==> src/sv/lpcq_pkg.sv <==
// Package for the line prefix and cursor query filter.
// Holds the query pattern, character codes, widths and the command type.
// No dependencies.
`timescale 1ns / 1ps

package lpcq_pkg;

  localparam int unsigned QueryLen  = 4;
  localparam int unsigned CntW      = $clog2(QueryLen);
  localparam int unsigned PatDepth  = 8;
  localparam int unsigned PatIdxW   = $clog2(PatDepth);
  localparam int unsigned VmW       = 16;
  localparam int unsigned NumDigits = 5;
  localparam int unsigned BcdW      = 4 * NumDigits;
  localparam int unsigned DecSteps  = VmW;
  localparam int unsigned DecCntW   = $clog2(DecSteps + 1);
  localparam int unsigned QDepth    = 2;
  localparam int unsigned QPtrW     = $clog2(QDepth);
  localparam int unsigned QCntW     = $clog2(QDepth + 1);
  localparam int unsigned HeadLen   = 6;

  localparam logic [7:0] CharCr    = 8'h0D;
  localparam logic [7:0] CharLf    = 8'h0A;
  localparam logic [7:0] CharZero  = 8'h30;
  localparam logic [7:0] CharClose = 8'h5D;
  localparam logic [7:0] CharSpace = 8'h20;

  localparam logic [7:0] QueryPat [PatDepth] = '{
    8'h1B, 8'h5B, 8'h36, 8'h6E, 8'h00, 8'h00, 8'h00, 8'h00
  };

  localparam logic [7:0] PfxHead [HeadLen] = '{
    8'h5B, 8'h76, 8'h6D, 8'h69, 8'h64, 8'h20
  };

  // One decoded input byte, handed from the front to the back.
  typedef struct packed {
    logic            reply;  // complete query seen
    logic [CntW-1:0] nheld;  // pattern bytes to replay before ch
    logic [7:0]      ch;     // the byte that ended the match attempt
  } cmd_t;

  typedef logic [NumDigits-1:0][3:0] digits_t;

  function automatic logic [7:0] query_byte(input logic [CntW-1:0] idx);
    return QueryPat[PatIdxW'(idx)];
  endfunction

endpackage

==> src/sv/lpcq_in_if.sv <==
// Input channel of the filter: valid/ready handshake and one console byte.
// Depends on nothing.
`timescale 1ns / 1ps

interface lpcq_in_if;
  logic       valid;
  logic       ready;
  logic [7:0] data_byte;

  modport source (output valid, output data_byte, input ready);
  modport sink   (input valid, input data_byte, output ready);
endinterface

==> src/sv/lpcq_out_if.sv <==
// Output channel of the filter: valid/ready handshake and one result item.
// Depends on nothing.
`timescale 1ns / 1ps

interface lpcq_out_if;
  logic       valid;
  logic       ready;
  logic [7:0] out_byte;
  logic       reply_request;
  logic       last;

  modport source (output valid, output out_byte, output reply_request, output last,
                  input ready);
  modport sink   (input valid, input out_byte, input reply_request, input last,
                  output ready);
endinterface

==> src/sv/line_prefix_and_cursor_query_filter_top.sv <==
// Top level of the console filter: line prefix insertion and cursor query capture.
// Depends on lpcq_pkg, lpcq_in_if, lpcq_out_if, lpcq_dec, lpcq_front, lpcq_fifo, lpcq_back.
`timescale 1ns / 1ps
//
//  channel   direction  handshake          payload
//  in_i      in         valid / ready      data_byte[7:0]
//  out_o     out        valid / ready      out_byte[7:0], reply_request, last
//  cfg       in         cfg_we_i (no wait) cfg_wdata_i[15:0] = vm_number
//
//  A byte that produces a single result transfers every cycle while out_o.ready
//  is high; one output byte leaves per cycle, so a byte that needs the prefix
//  (9..13 bytes) or replays held bytes (0..3) holds the back end until all have left.
//  The front keeps accepting into a two-entry queue while the back is busy.
//  A configuration write starts a decimal conversion; in_i.ready is
//  low meanwhile. Reset clears all control state; no clearing pass is needed.
//  Output results sit in a register that holds while out_o.ready is low.

module line_prefix_and_cursor_query_filter_top (
  input  logic                     clk_i,
  input  logic                     rst_ni,
  input  logic                     cfg_we_i,
  input  logic [lpcq_pkg::VmW-1:0] cfg_wdata_i,
  lpcq_in_if.sink                  in_i,
  lpcq_out_if.source               out_o
);

  lpcq_pkg::digits_t digits;
  lpcq_pkg::cmd_t    push_cmd, head_cmd;
  logic              busy, q_full, push, head_valid, pop;

  // Convert the machine number to decimal digits once per configuration write.
  lpcq_dec u_dec (
    .clk_i       (clk_i),
    .rst_ni      (rst_ni),
    .cfg_we_i    (cfg_we_i),
    .cfg_wdata_i (cfg_wdata_i),
    .busy_o      (busy),
    .digits_o    (digits)
  );

  // Classify each byte: hold a partial query, or issue a reply or replay command.
  lpcq_front u_front (
    .clk_i    (clk_i),
    .rst_ni   (rst_ni),
    .in_i     (in_i),
    .busy_i   (busy),
    .q_full_i (q_full),
    .push_o   (push),
    .cmd_o    (push_cmd)
  );

  // Decouple classification from emission.
  lpcq_fifo u_fifo (
    .clk_i   (clk_i),
    .rst_ni  (rst_ni),
    .push_i  (push),
    .cmd_i   (push_cmd),
    .full_o  (q_full),
    .valid_o (head_valid),
    .cmd_o   (head_cmd),
    .pop_i   (pop)
  );

  // Emit prefix, replayed bytes and the current byte, one result per transfer.
  lpcq_back u_back (
    .clk_i       (clk_i),
    .rst_ni      (rst_ni),
    .cmd_valid_i (head_valid),
    .cmd_i       (head_cmd),
    .pop_o       (pop),
    .digits_i    (digits),
    .out_o       (out_o)
  );

  // A reply request is always the sole, final result of its byte.
  assert property (@(posedge clk_i) disable iff (!rst_ni)
    out_o.valid && out_o.reply_request |-> out_o.last && (out_o.out_byte == 8'd0))
    else $error("reply request result malformed");

  // Hold off input while the decimal digits are being rebuilt.
  assert property (@(posedge clk_i) disable iff (!rst_ni)
    cfg_we_i |=> !in_i.ready)
    else $error("input taken during digit conversion");

  // The front must never issue a command the queue cannot take.
  assert property (@(posedge clk_i) disable iff (!rst_ni)
    push |-> !q_full)
    else $error("command pushed into full queue");

  // A popped command must have been present at the queue head.
  assert property (@(posedge clk_i) disable iff (!rst_ni)
    pop |-> head_valid && !$past(!rst_ni))
    else $error("pop with empty queue");

endmodule

==> src/sv/lpcq_dec.sv <==
// Binary to decimal converter for the machine number (shift-add-3, one bit a cycle).
// Depends on lpcq_pkg.
`timescale 1ns / 1ps

module lpcq_dec (
  input  logic                      clk_i,
  input  logic                      rst_ni,
  input  logic                      cfg_we_i,
  input  logic [lpcq_pkg::VmW-1:0]  cfg_wdata_i,
  output logic                      busy_o,
  output lpcq_pkg::digits_t         digits_o
);

  logic [lpcq_pkg::VmW-1:0]     bin_q, bin_d;
  lpcq_pkg::digits_t            bcd_q, bcd_d, adj;
  logic [lpcq_pkg::BcdW-1:0]    adj_bits;
  logic [lpcq_pkg::DecCntW-1:0] cnt_q, cnt_d;

  always_comb begin
    for (int i = 0; i < lpcq_pkg::NumDigits; i++) begin
      adj[i] = (bcd_q[i] >= 4'd5) ? bcd_q[i] + 4'd3 : bcd_q[i];
    end
  end

  assign adj_bits = adj;

  always_comb begin
    bin_d = bin_q;
    bcd_d = bcd_q;
    cnt_d = cnt_q;
    if (cfg_we_i) begin
      bin_d = cfg_wdata_i;
      bcd_d = '0;
      cnt_d = lpcq_pkg::DecCntW'(lpcq_pkg::DecSteps);
    end else if (cnt_q != '0) begin
      bcd_d = {adj_bits[lpcq_pkg::BcdW-2:0], bin_q[lpcq_pkg::VmW-1]};
      bin_d = {bin_q[lpcq_pkg::VmW-2:0], 1'b0};
      cnt_d = cnt_q - 1'b1;
    end
  end

  always_ff @(posedge clk_i or negedge rst_ni) begin
    if (!rst_ni) begin
      bin_q <= '0;
      bcd_q <= '0;
      cnt_q <= '0;
    end else begin
      bin_q <= bin_d;
      bcd_q <= bcd_d;
      cnt_q <= cnt_d;
    end
  end

  assign busy_o   = (cnt_q != '0);
  assign digits_o = bcd_q;

endmodule

==> src/sv/lpcq_front.sv <==
// Front end: accepts console bytes, tracks the partial query match, issues commands.
// Depends on lpcq_pkg and lpcq_in_if.
`timescale 1ns / 1ps

module lpcq_front (
  input  logic                 clk_i,
  input  logic                 rst_ni,
  lpcq_in_if.sink              in_i,
  input  logic                 busy_i,
  input  logic                 q_full_i,
  output logic                 push_o,
  output lpcq_pkg::cmd_t       cmd_o
);

  logic [lpcq_pkg::CntW-1:0] cnt_q, cnt_d;
  logic                      accept, match, complete;

  assign in_i.ready = !q_full_i && !busy_i;
  assign accept     = in_i.valid && in_i.ready;

  // Held bytes always equal the pattern so far; only the new byte needs a compare.
  assign match    = (in_i.data_byte == lpcq_pkg::query_byte(cnt_q));
  assign complete = (cnt_q == lpcq_pkg::CntW'(lpcq_pkg::QueryLen - 1));

  always_comb begin
    cnt_d        = cnt_q;
    push_o       = 1'b0;
    cmd_o.reply  = match;
    cmd_o.nheld  = cnt_q;
    cmd_o.ch     = in_i.data_byte;
    if (accept) begin
      if (match && !complete) begin
        cnt_d = cnt_q + 1'b1;
      end else begin
        cnt_d  = '0;
        push_o = 1'b1;
      end
    end
  end

  always_ff @(posedge clk_i or negedge rst_ni) begin
    if (!rst_ni) begin
      cnt_q <= '0;
    end else begin
      cnt_q <= cnt_d;
    end
  end

endmodule

==> src/sv/lpcq_fifo.sv <==
// Short command queue between front and back.
// Depends on lpcq_pkg.
`timescale 1ns / 1ps

module lpcq_fifo (
  input  logic           clk_i,
  input  logic           rst_ni,
  input  logic           push_i,
  input  lpcq_pkg::cmd_t cmd_i,
  output logic           full_o,
  output logic           valid_o,
  output lpcq_pkg::cmd_t cmd_o,
  input  logic           pop_i
);

  lpcq_pkg::cmd_t             mem_q [lpcq_pkg::QDepth];
  logic [lpcq_pkg::QPtrW-1:0] wptr_q, rptr_q;
  logic [lpcq_pkg::QCntW-1:0] cnt_q;
  logic                       do_push, do_pop;

  assign full_o  = (cnt_q == lpcq_pkg::QCntW'(lpcq_pkg::QDepth));
  assign valid_o = (cnt_q != '0);
  assign cmd_o   = mem_q[rptr_q];
  assign do_push = push_i && !full_o;
  assign do_pop  = pop_i && valid_o;

  always_ff @(posedge clk_i) begin
    if (do_push) begin
      mem_q[wptr_q] <= cmd_i;
    end
  end

  always_ff @(posedge clk_i or negedge rst_ni) begin
    if (!rst_ni) begin
      wptr_q <= '0;
      rptr_q <= '0;
      cnt_q  <= '0;
    end else begin
      if (do_push) begin
        wptr_q <= wptr_q + 1'b1;
      end
      if (do_pop) begin
        rptr_q <= rptr_q + 1'b1;
      end
      if (do_push && !do_pop) begin
        cnt_q <= cnt_q + 1'b1;
      end else if (do_pop && !do_push) begin
        cnt_q <= cnt_q - 1'b1;
      end
    end
  end

endmodule

==> src/sv/lpcq_back.sv <==
// Back end: replays held bytes, inserts the line prefix, drives the output register.
// Depends on lpcq_pkg and lpcq_out_if.
`timescale 1ns / 1ps

module lpcq_back (
  input  logic              clk_i,
  input  logic              rst_ni,
  input  logic              cmd_valid_i,
  input  lpcq_pkg::cmd_t    cmd_i,
  output logic              pop_o,
  input  lpcq_pkg::digits_t digits_i,
  lpcq_out_if.source        out_o
);

  logic [lpcq_pkg::CntW-1:0] idx_q, idx_d;
  logic [3:0]                step_q, step_d;
  logic                      at_ls_q, at_ls_d, prev_cr_q, prev_cr_d;
  logic                      ov_q, ov_d;
  logic [7:0]                ob_q, ob_d;
  logic                      orr_q, orr_d, ol_q, ol_d;

  logic [2:0] nd;
  logic [3:0] plen, dsel;
  logic [7:0] cur, pfx;
  logic       cur_last, need, in_pfx, fire;

  // Count significant decimal digits; zero still prints one digit.
  always_comb begin
    if (digits_i[4] != 4'd0)      nd = 3'd5;
    else if (digits_i[3] != 4'd0) nd = 3'd4;
    else if (digits_i[2] != 4'd0) nd = 3'd3;
    else if (digits_i[1] != 4'd0) nd = 3'd2;
    else                          nd = 3'd1;
  end

  assign plen = 4'd8 + {1'b0, nd};
  assign dsel = {1'b0, nd} + 4'd5 - step_q;

  always_comb begin
    if (step_q < 4'(lpcq_pkg::HeadLen)) begin
      pfx = lpcq_pkg::PfxHead[step_q[2:0]];
    end else if (step_q < 4'(lpcq_pkg::HeadLen) + {1'b0, nd}) begin
      pfx = lpcq_pkg::CharZero + {4'd0, digits_i[dsel[2:0]]};
    end else if (step_q == 4'(lpcq_pkg::HeadLen) + {1'b0, nd}) begin
      pfx = lpcq_pkg::CharClose;
    end else begin
      pfx = lpcq_pkg::CharSpace;
    end
  end

  assign cur_last = (idx_q == cmd_i.nheld);
  assign cur      = cur_last ? cmd_i.ch : lpcq_pkg::query_byte(idx_q);
  assign need     = at_ls_q && !(prev_cr_q && (cur == lpcq_pkg::CharLf));
  assign in_pfx   = need && (step_q < plen);
  assign fire     = cmd_valid_i && (!ov_q || out_o.ready);

  always_comb begin
    idx_d     = idx_q;
    step_d    = step_q;
    at_ls_d   = at_ls_q;
    prev_cr_d = prev_cr_q;
    ob_d      = ob_q;
    orr_d     = orr_q;
    ol_d      = ol_q;
    pop_o     = 1'b0;
    ov_d      = out_o.ready ? 1'b0 : ov_q;
    if (fire) begin
      ov_d = 1'b1;
      if (cmd_i.reply) begin
        ob_d  = 8'd0;
        orr_d = 1'b1;
        ol_d  = 1'b1;
        pop_o = 1'b1;
      end else if (in_pfx) begin
        ob_d   = pfx;
        orr_d  = 1'b0;
        ol_d   = 1'b0;
        step_d = step_q + 1'b1;
      end else begin
        ob_d      = cur;
        orr_d     = 1'b0;
        ol_d      = cur_last;
        step_d    = '0;
        at_ls_d   = (cur == lpcq_pkg::CharCr) || (cur == lpcq_pkg::CharLf);
        prev_cr_d = (cur == lpcq_pkg::CharCr);
        if (cur_last) begin
          idx_d = '0;
          pop_o = 1'b1;
        end else begin
          idx_d = idx_q + 1'b1;
        end
      end
    end
  end

  always_ff @(posedge clk_i) begin
    ob_q  <= ob_d;
    orr_q <= orr_d;
    ol_q  <= ol_d;
  end

  always_ff @(posedge clk_i or negedge rst_ni) begin
    if (!rst_ni) begin
      idx_q     <= '0;
      step_q    <= '0;
      at_ls_q   <= 1'b1;
      prev_cr_q <= 1'b0;
      ov_q      <= 1'b0;
    end else begin
      idx_q     <= idx_d;
      step_q    <= step_d;
      at_ls_q   <= at_ls_d;
      prev_cr_q <= prev_cr_d;
      ov_q      <= ov_d;
    end
  end

  assign out_o.valid         = ov_q;
  assign out_o.out_byte      = ob_q;
  assign out_o.reply_request = orr_q;
  assign out_o.last          = ol_q;

endmodule

==> src/flat_wrapper.sv <==
// flat-port wrapper written by rule: the top's interface ports become plain ports
module line_prefix_and_cursor_query_filter_top_flat 
  (clk_i, rst_ni, cfg_we_i, cfg_wdata_i, in_i_valid, in_i_data_byte, in_i_ready, out_o_valid, out_o_out_byte, out_o_reply_request, out_o_last, out_o_ready);
  lpcq_in_if in_i_i ();
  lpcq_out_if out_o_i ();
  input  logic clk_i;
  input  logic rst_ni;
  input  logic cfg_we_i;
  input  logic [lpcq_pkg::VmW-1:0] cfg_wdata_i;
  input wire logic [$bits(in_i_i.valid)-1:0] in_i_valid;
  input wire logic [$bits(in_i_i.data_byte)-1:0] in_i_data_byte;
  output wire logic [$bits(in_i_i.ready)-1:0] in_i_ready;
  output wire logic [$bits(out_o_i.valid)-1:0] out_o_valid;
  output wire logic [$bits(out_o_i.out_byte)-1:0] out_o_out_byte;
  output wire logic [$bits(out_o_i.reply_request)-1:0] out_o_reply_request;
  output wire logic [$bits(out_o_i.last)-1:0] out_o_last;
  input wire logic [$bits(out_o_i.ready)-1:0] out_o_ready;
  assign in_i_i.valid = in_i_valid;
  assign in_i_i.data_byte = in_i_data_byte;
  assign in_i_ready = in_i_i.ready;
  assign out_o_valid = out_o_i.valid;
  assign out_o_out_byte = out_o_i.out_byte;
  assign out_o_reply_request = out_o_i.reply_request;
  assign out_o_last = out_o_i.last;
  assign out_o_i.ready = out_o_ready;
  line_prefix_and_cursor_query_filter_top u_core (.clk_i(clk_i), .rst_ni(rst_ni), .cfg_we_i(cfg_we_i), .cfg_wdata_i(cfg_wdata_i), .in_i(in_i_i), .out_o(out_o_i));
endmodule
==> config.mk <==
export PLATFORM = sky130hd
export DESIGN_NAME = line_prefix_and_cursor_query_filter_top_flat
export DESIGN_NICKNAME = d
export VERILOG_FILES = /design/src/sv/lpcq_pkg.sv /design/src/sv/lpcq_in_if.sv /design/src/sv/lpcq_out_if.sv /design/src/sv/line_prefix_and_cursor_query_filter_top.sv /design/src/sv/lpcq_dec.sv /design/src/sv/lpcq_front.sv /design/src/sv/lpcq_fifo.sv /design/src/sv/lpcq_back.sv /design/src/flat_wrapper.sv
export SDC_FILE = /design/constraint.sdc
export NUM_CORES = 1
export LEC_CHECK = 0
export BUFFER_PORTS_ARGS = -buffer_cell sky130_fd_sc_hd__buf_2
export CAP_MARGIN = 0
export CORE_UTILIZATION = 65
export CTS_CLUSTER_DIAMETER = 100
export CTS_CLUSTER_SIZE = 20
export DETAILED_ROUTE_END_ITERATION = 10
export HOLD_SLACK_MARGIN = 0.12
export PLACE_DENSITY = 0.86
export SLEW_MARGIN = 20
export SYNTH_ARGS = -nofsm -noshare
export SYNTH_HDL_FRONTEND = slang
export SYNTH_SLANG_ARGS = --single-unit
==> constraint.sdc <==
create_clock -name clk_i -period 9.7 [get_ports clk_i]
set_clock_uncertainty 0.1 [all_clocks]
set_input_delay 1.94 -clock clk_i [delete_from_list [all_inputs] [get_ports clk_i]]
set_output_delay 1.94 -clock clk_i [all_outputs]
set_load 0.01 [all_outputs]
==> flow_summary_export.csv <==
group,metric,value,unit
status,status,"finished clean",
pwr,max-vdd-ir-drop,139.9,uV
sta,relSlewSlack,39.96,%
placement,dp_cells,605,
detailed_routing,drt_iter0_drc,254,
yosys,synth_mux_area_share,9.155,%
yosys,syn_nets,540,
grt,busiest_layer,"met2",
sta,post-route-period-util,40.35,%
cts,path_clk_slew,100,ps
pwr,p_per_area,273.2,nW/um2
cts,cts.sinks,88,
yosys,yosysSeqAreaShare,47.77,%
yosys,synth_seq_cells,88,
yosys,synth_edf_count,32,
detailed_routing,drc_errors,0,
cts,cts_tree,"yes",
yosys,synth_top_family_by_area,"simple AND/OR/NAND/NOR gates",
yosys,yosys.area.top_type,"dfrtp_1",
detailed_routing,vias,3658,
finish,drive_gt1_share,15.13,%
yosys,yosys_warnings,0,
sta,tightest_slew,889.3,ps
cts,ctsResizeCount,0,
floorplanning,coreArea,7292,um2
placement,portBuffers,40,
min_path,worst_hold_path_type,"register to register",
critical_path,reg2reg_depth,14,
critical_path,path_class,"register to primary output",
critical_path,end_kind,"primary output",
grt,met2_usage,43.44,%
yosys,synth-main-ff-cell,"dfrtp_1",
cts,hold_buffers,0,
detailed_routing,wl_per_cell,15.59,um
placement,dp_hpwl,6695,um
yosys,synth-simple-area-share,15.78,%
critical_path,cp_max_fo,26,
yosys,synth_most_common_cell,"nand2_1",
critical_path,critPathRequiredTime,7660,ps
yosys,synth_xor_area_share,3.364,%
detailed_routing,viasPerCell,5.890,
cts,post_cts_buffers,0,
floorplanning,fp.dieW,89.24,um
yosys,synth.top_cells.by_area,"dfrtp_1, edfxtp_1, ha_1, mux2i_1, nand2_1",
placement,gp_congestion,0.9532,
grt,met3_usage,5.540,%
cts,clkLatencyLatePin,370,ps
grt,grt_pass1_vias,3525,
cts,cts_buffers,9,
detailed_routing,wirelength,9682,um
finish,antenna_cells,0,
pwr,p_leak,0.002319,uW
sta,rsz0062_at_grt,"no",
sta,fmax,0.2555,GHz
yosys,synth_compound_area_share,12.47,%
yosys,syn_area,4947,um2
yosys,ys_top_cells_by_count,"nand2_1, dfrtp_1, o21ai_0",
finish,fin_cells,621,
yosys,syn_area_per_cell,10.33,um2
yosys,synth_top_area_share,27.82,%
grt,grt_pass1_wl,16150,um
floorplanning,die-height,89.24,um
sta,setup_viol_count_final,0,
floorplanning,die-area,7964,um2
yosys,synth.distinct_cells,55,
sta,final-hold-violation-count,0,
grt,antenna_found_initial,0,
floorplanning,start_util,67.84,%
critical_path,start_kind,"register",
grt,track_usage,27.08,%
floorplanning,row_count,31,
finish,syn2layout_area_growth,9.737,%
run,maxCapViolCount,0,
cts,cts.htree.levels,3,
cts,cts_root_buffer,"clkbuf_8",
grt,use_met1,36.22,%
detailed_routing,drt_first_pass_iters,5,
yosys,synthCells,479,
grt,grt_max_degree,58,
yosys,async_flop_share,63.64,%
min_path,hold_path_depth,1,
floorplanning,io_pins,41,
finish,fin_nets,578,
finish,fin_util,74.45,%
sta,fin_crit,3914,ps
critical_path,worstPathArrival,1870,ps
yosys,synth_fa_ha_area_share,8.093,%
sta,timing.final.max_slew_violations,0,
grt,grt_remaining_overflow,0,
cts,clockBufferDepth,2,
sta,tns,0,ps
detailed_routing,ant_nets,0,
[cell families (layout without fill, tap and decap cells)]
group | count (synthesis) | in the layout
flops | 88 | 88
buf+inv | 40 | 83
compound gates | 102 | 102
xor+xnor | 19 | 19
fa+ha+maj | 32 | 32
simple gates | 161 | 161
mux | 37 | 37
[cell type report]
class	count	area (um2)
Multi-Input combinational cell	351	2424
Sequential cell	88	2364
Fill cell	521	1863
Timing Repair Buffer	45	237.7
Clock buffer	9	123.9
Tap cell	99	123.9
Inverter	22	82.58
Clock inverter	7	73.82
[per-stage QoR]
stage | total power, uW | setup slack [ps] | cell area (um2) | hold WS (ps)
3_5_place_dp | 1230 | 5517 | 5231 | 397.7
5_1_grt | 1591 | 5531 | 5429 | 432.4
4_1_cts | 1484 | 5774 | 5429 | 412.6
3_3_place_gp | 1196 | 5578 | 5231 | 375.8
6_report | 1483 | 5786 | 5429 | 413.3
2_1_floorplan | 1070 | 5861 | 4947 | 356.3
[layout by cell type (no fill, tap or decap), types with 3 or more instances in the layout]
cell type	netlist	final
nor2b_1	4	4
nand2_1	65	65
a21o_1	3	3
xnor2_1	10	10
and2_1	4	4
dfrtp_1	55	55
mux2_4	3	3
mux2_2	4	4
nor3b_1	8	8
buf_2	1	40
mux4_2	4	4
nand3_1	14	14
clkbuf_8	0	9
mux2i_1	25	25
nand2b_1	10	10
o21ai_0	41	41
ha_1	32	32
a311oi_1	3	3
a21oi_1	31	31
nor2_1	27	27
inv_1	21	21
edfxtp_1	32	32
buf_4	0	5
xor2_1	9	9
a211oi_1	7	7
o221ai_1	3	3
nor3_1	13	13
[worst max-delay path: stages (launching register included)]
cell	delay (ps)
dfrtp_1	380
inv_1	110
ha_1	200
nand3b_1	80
buf_4	230
a21oi_1	300
buf_2	200
[registers in the layout (all words and copies together), names as in the netlist]
signal / flops
u_core.u_back.at_ls_q: 1
u_core.u_back.idx_q: 2
u_core.u_back.out_o.last: 1
u_core.u_back.out_o.out_byte: 8
u_core.u_back.out_o.reply_request: 1
u_core.u_back.out_o.valid: 1
u_core.u_back.prev_cr_q: 1
u_core.u_back.step_q: 4
u_core.u_dec.bin_q: 16
u_core.u_dec.cnt_q: 5
u_core.u_dec.digits_o: 20
u_core.u_fifo.cnt_q: 2
u_core.u_fifo.mem_q: 22
u_core.u_fifo.rptr_q: 1
u_core.u_fifo.wptr_q: 1
u_core.u_front.cnt_q: 2
[layer usage]
metal | share of wire [%] | up-vias
li1 | - | 1788
met3 | 4.7 | 19
met5 | 0 | -
met1 | 44 | 1736
met2 | 49 | 115
met4 | 2.0 | 0
[path summary, 6_finish.rpt]
path / startpoint / endpoint / slack, ps
setup / recovery: u_core.u_dec.cnt_q[0] / in_i_ready / 5790
min in group asynchronous: rst_ni / u_core.u_dec.digits_o[3] / 1590
hold / removal: u_core.u_fifo.wptr_q / u_core.u_fifo.wptr_q / 410
max in group asynchronous: rst_ni / u_core.u_dec.digits_o[16] / 7440
hold reg to reg: u_core.u_fifo.wptr_q / u_core.u_fifo.wptr_q / 410
setup reg to reg: u_core.u_dec.digits_o[13] / u_core.u_fifo.cnt_q[1] / 5960
[power breakdown]
group          internal [uW]  total, uW  switching, uW
Sequential               478        563           84.3
Clock                    101        249            148
Combinational            292        671            379
Total                    872       1480            611
Power figures use the tool's default switching activity.
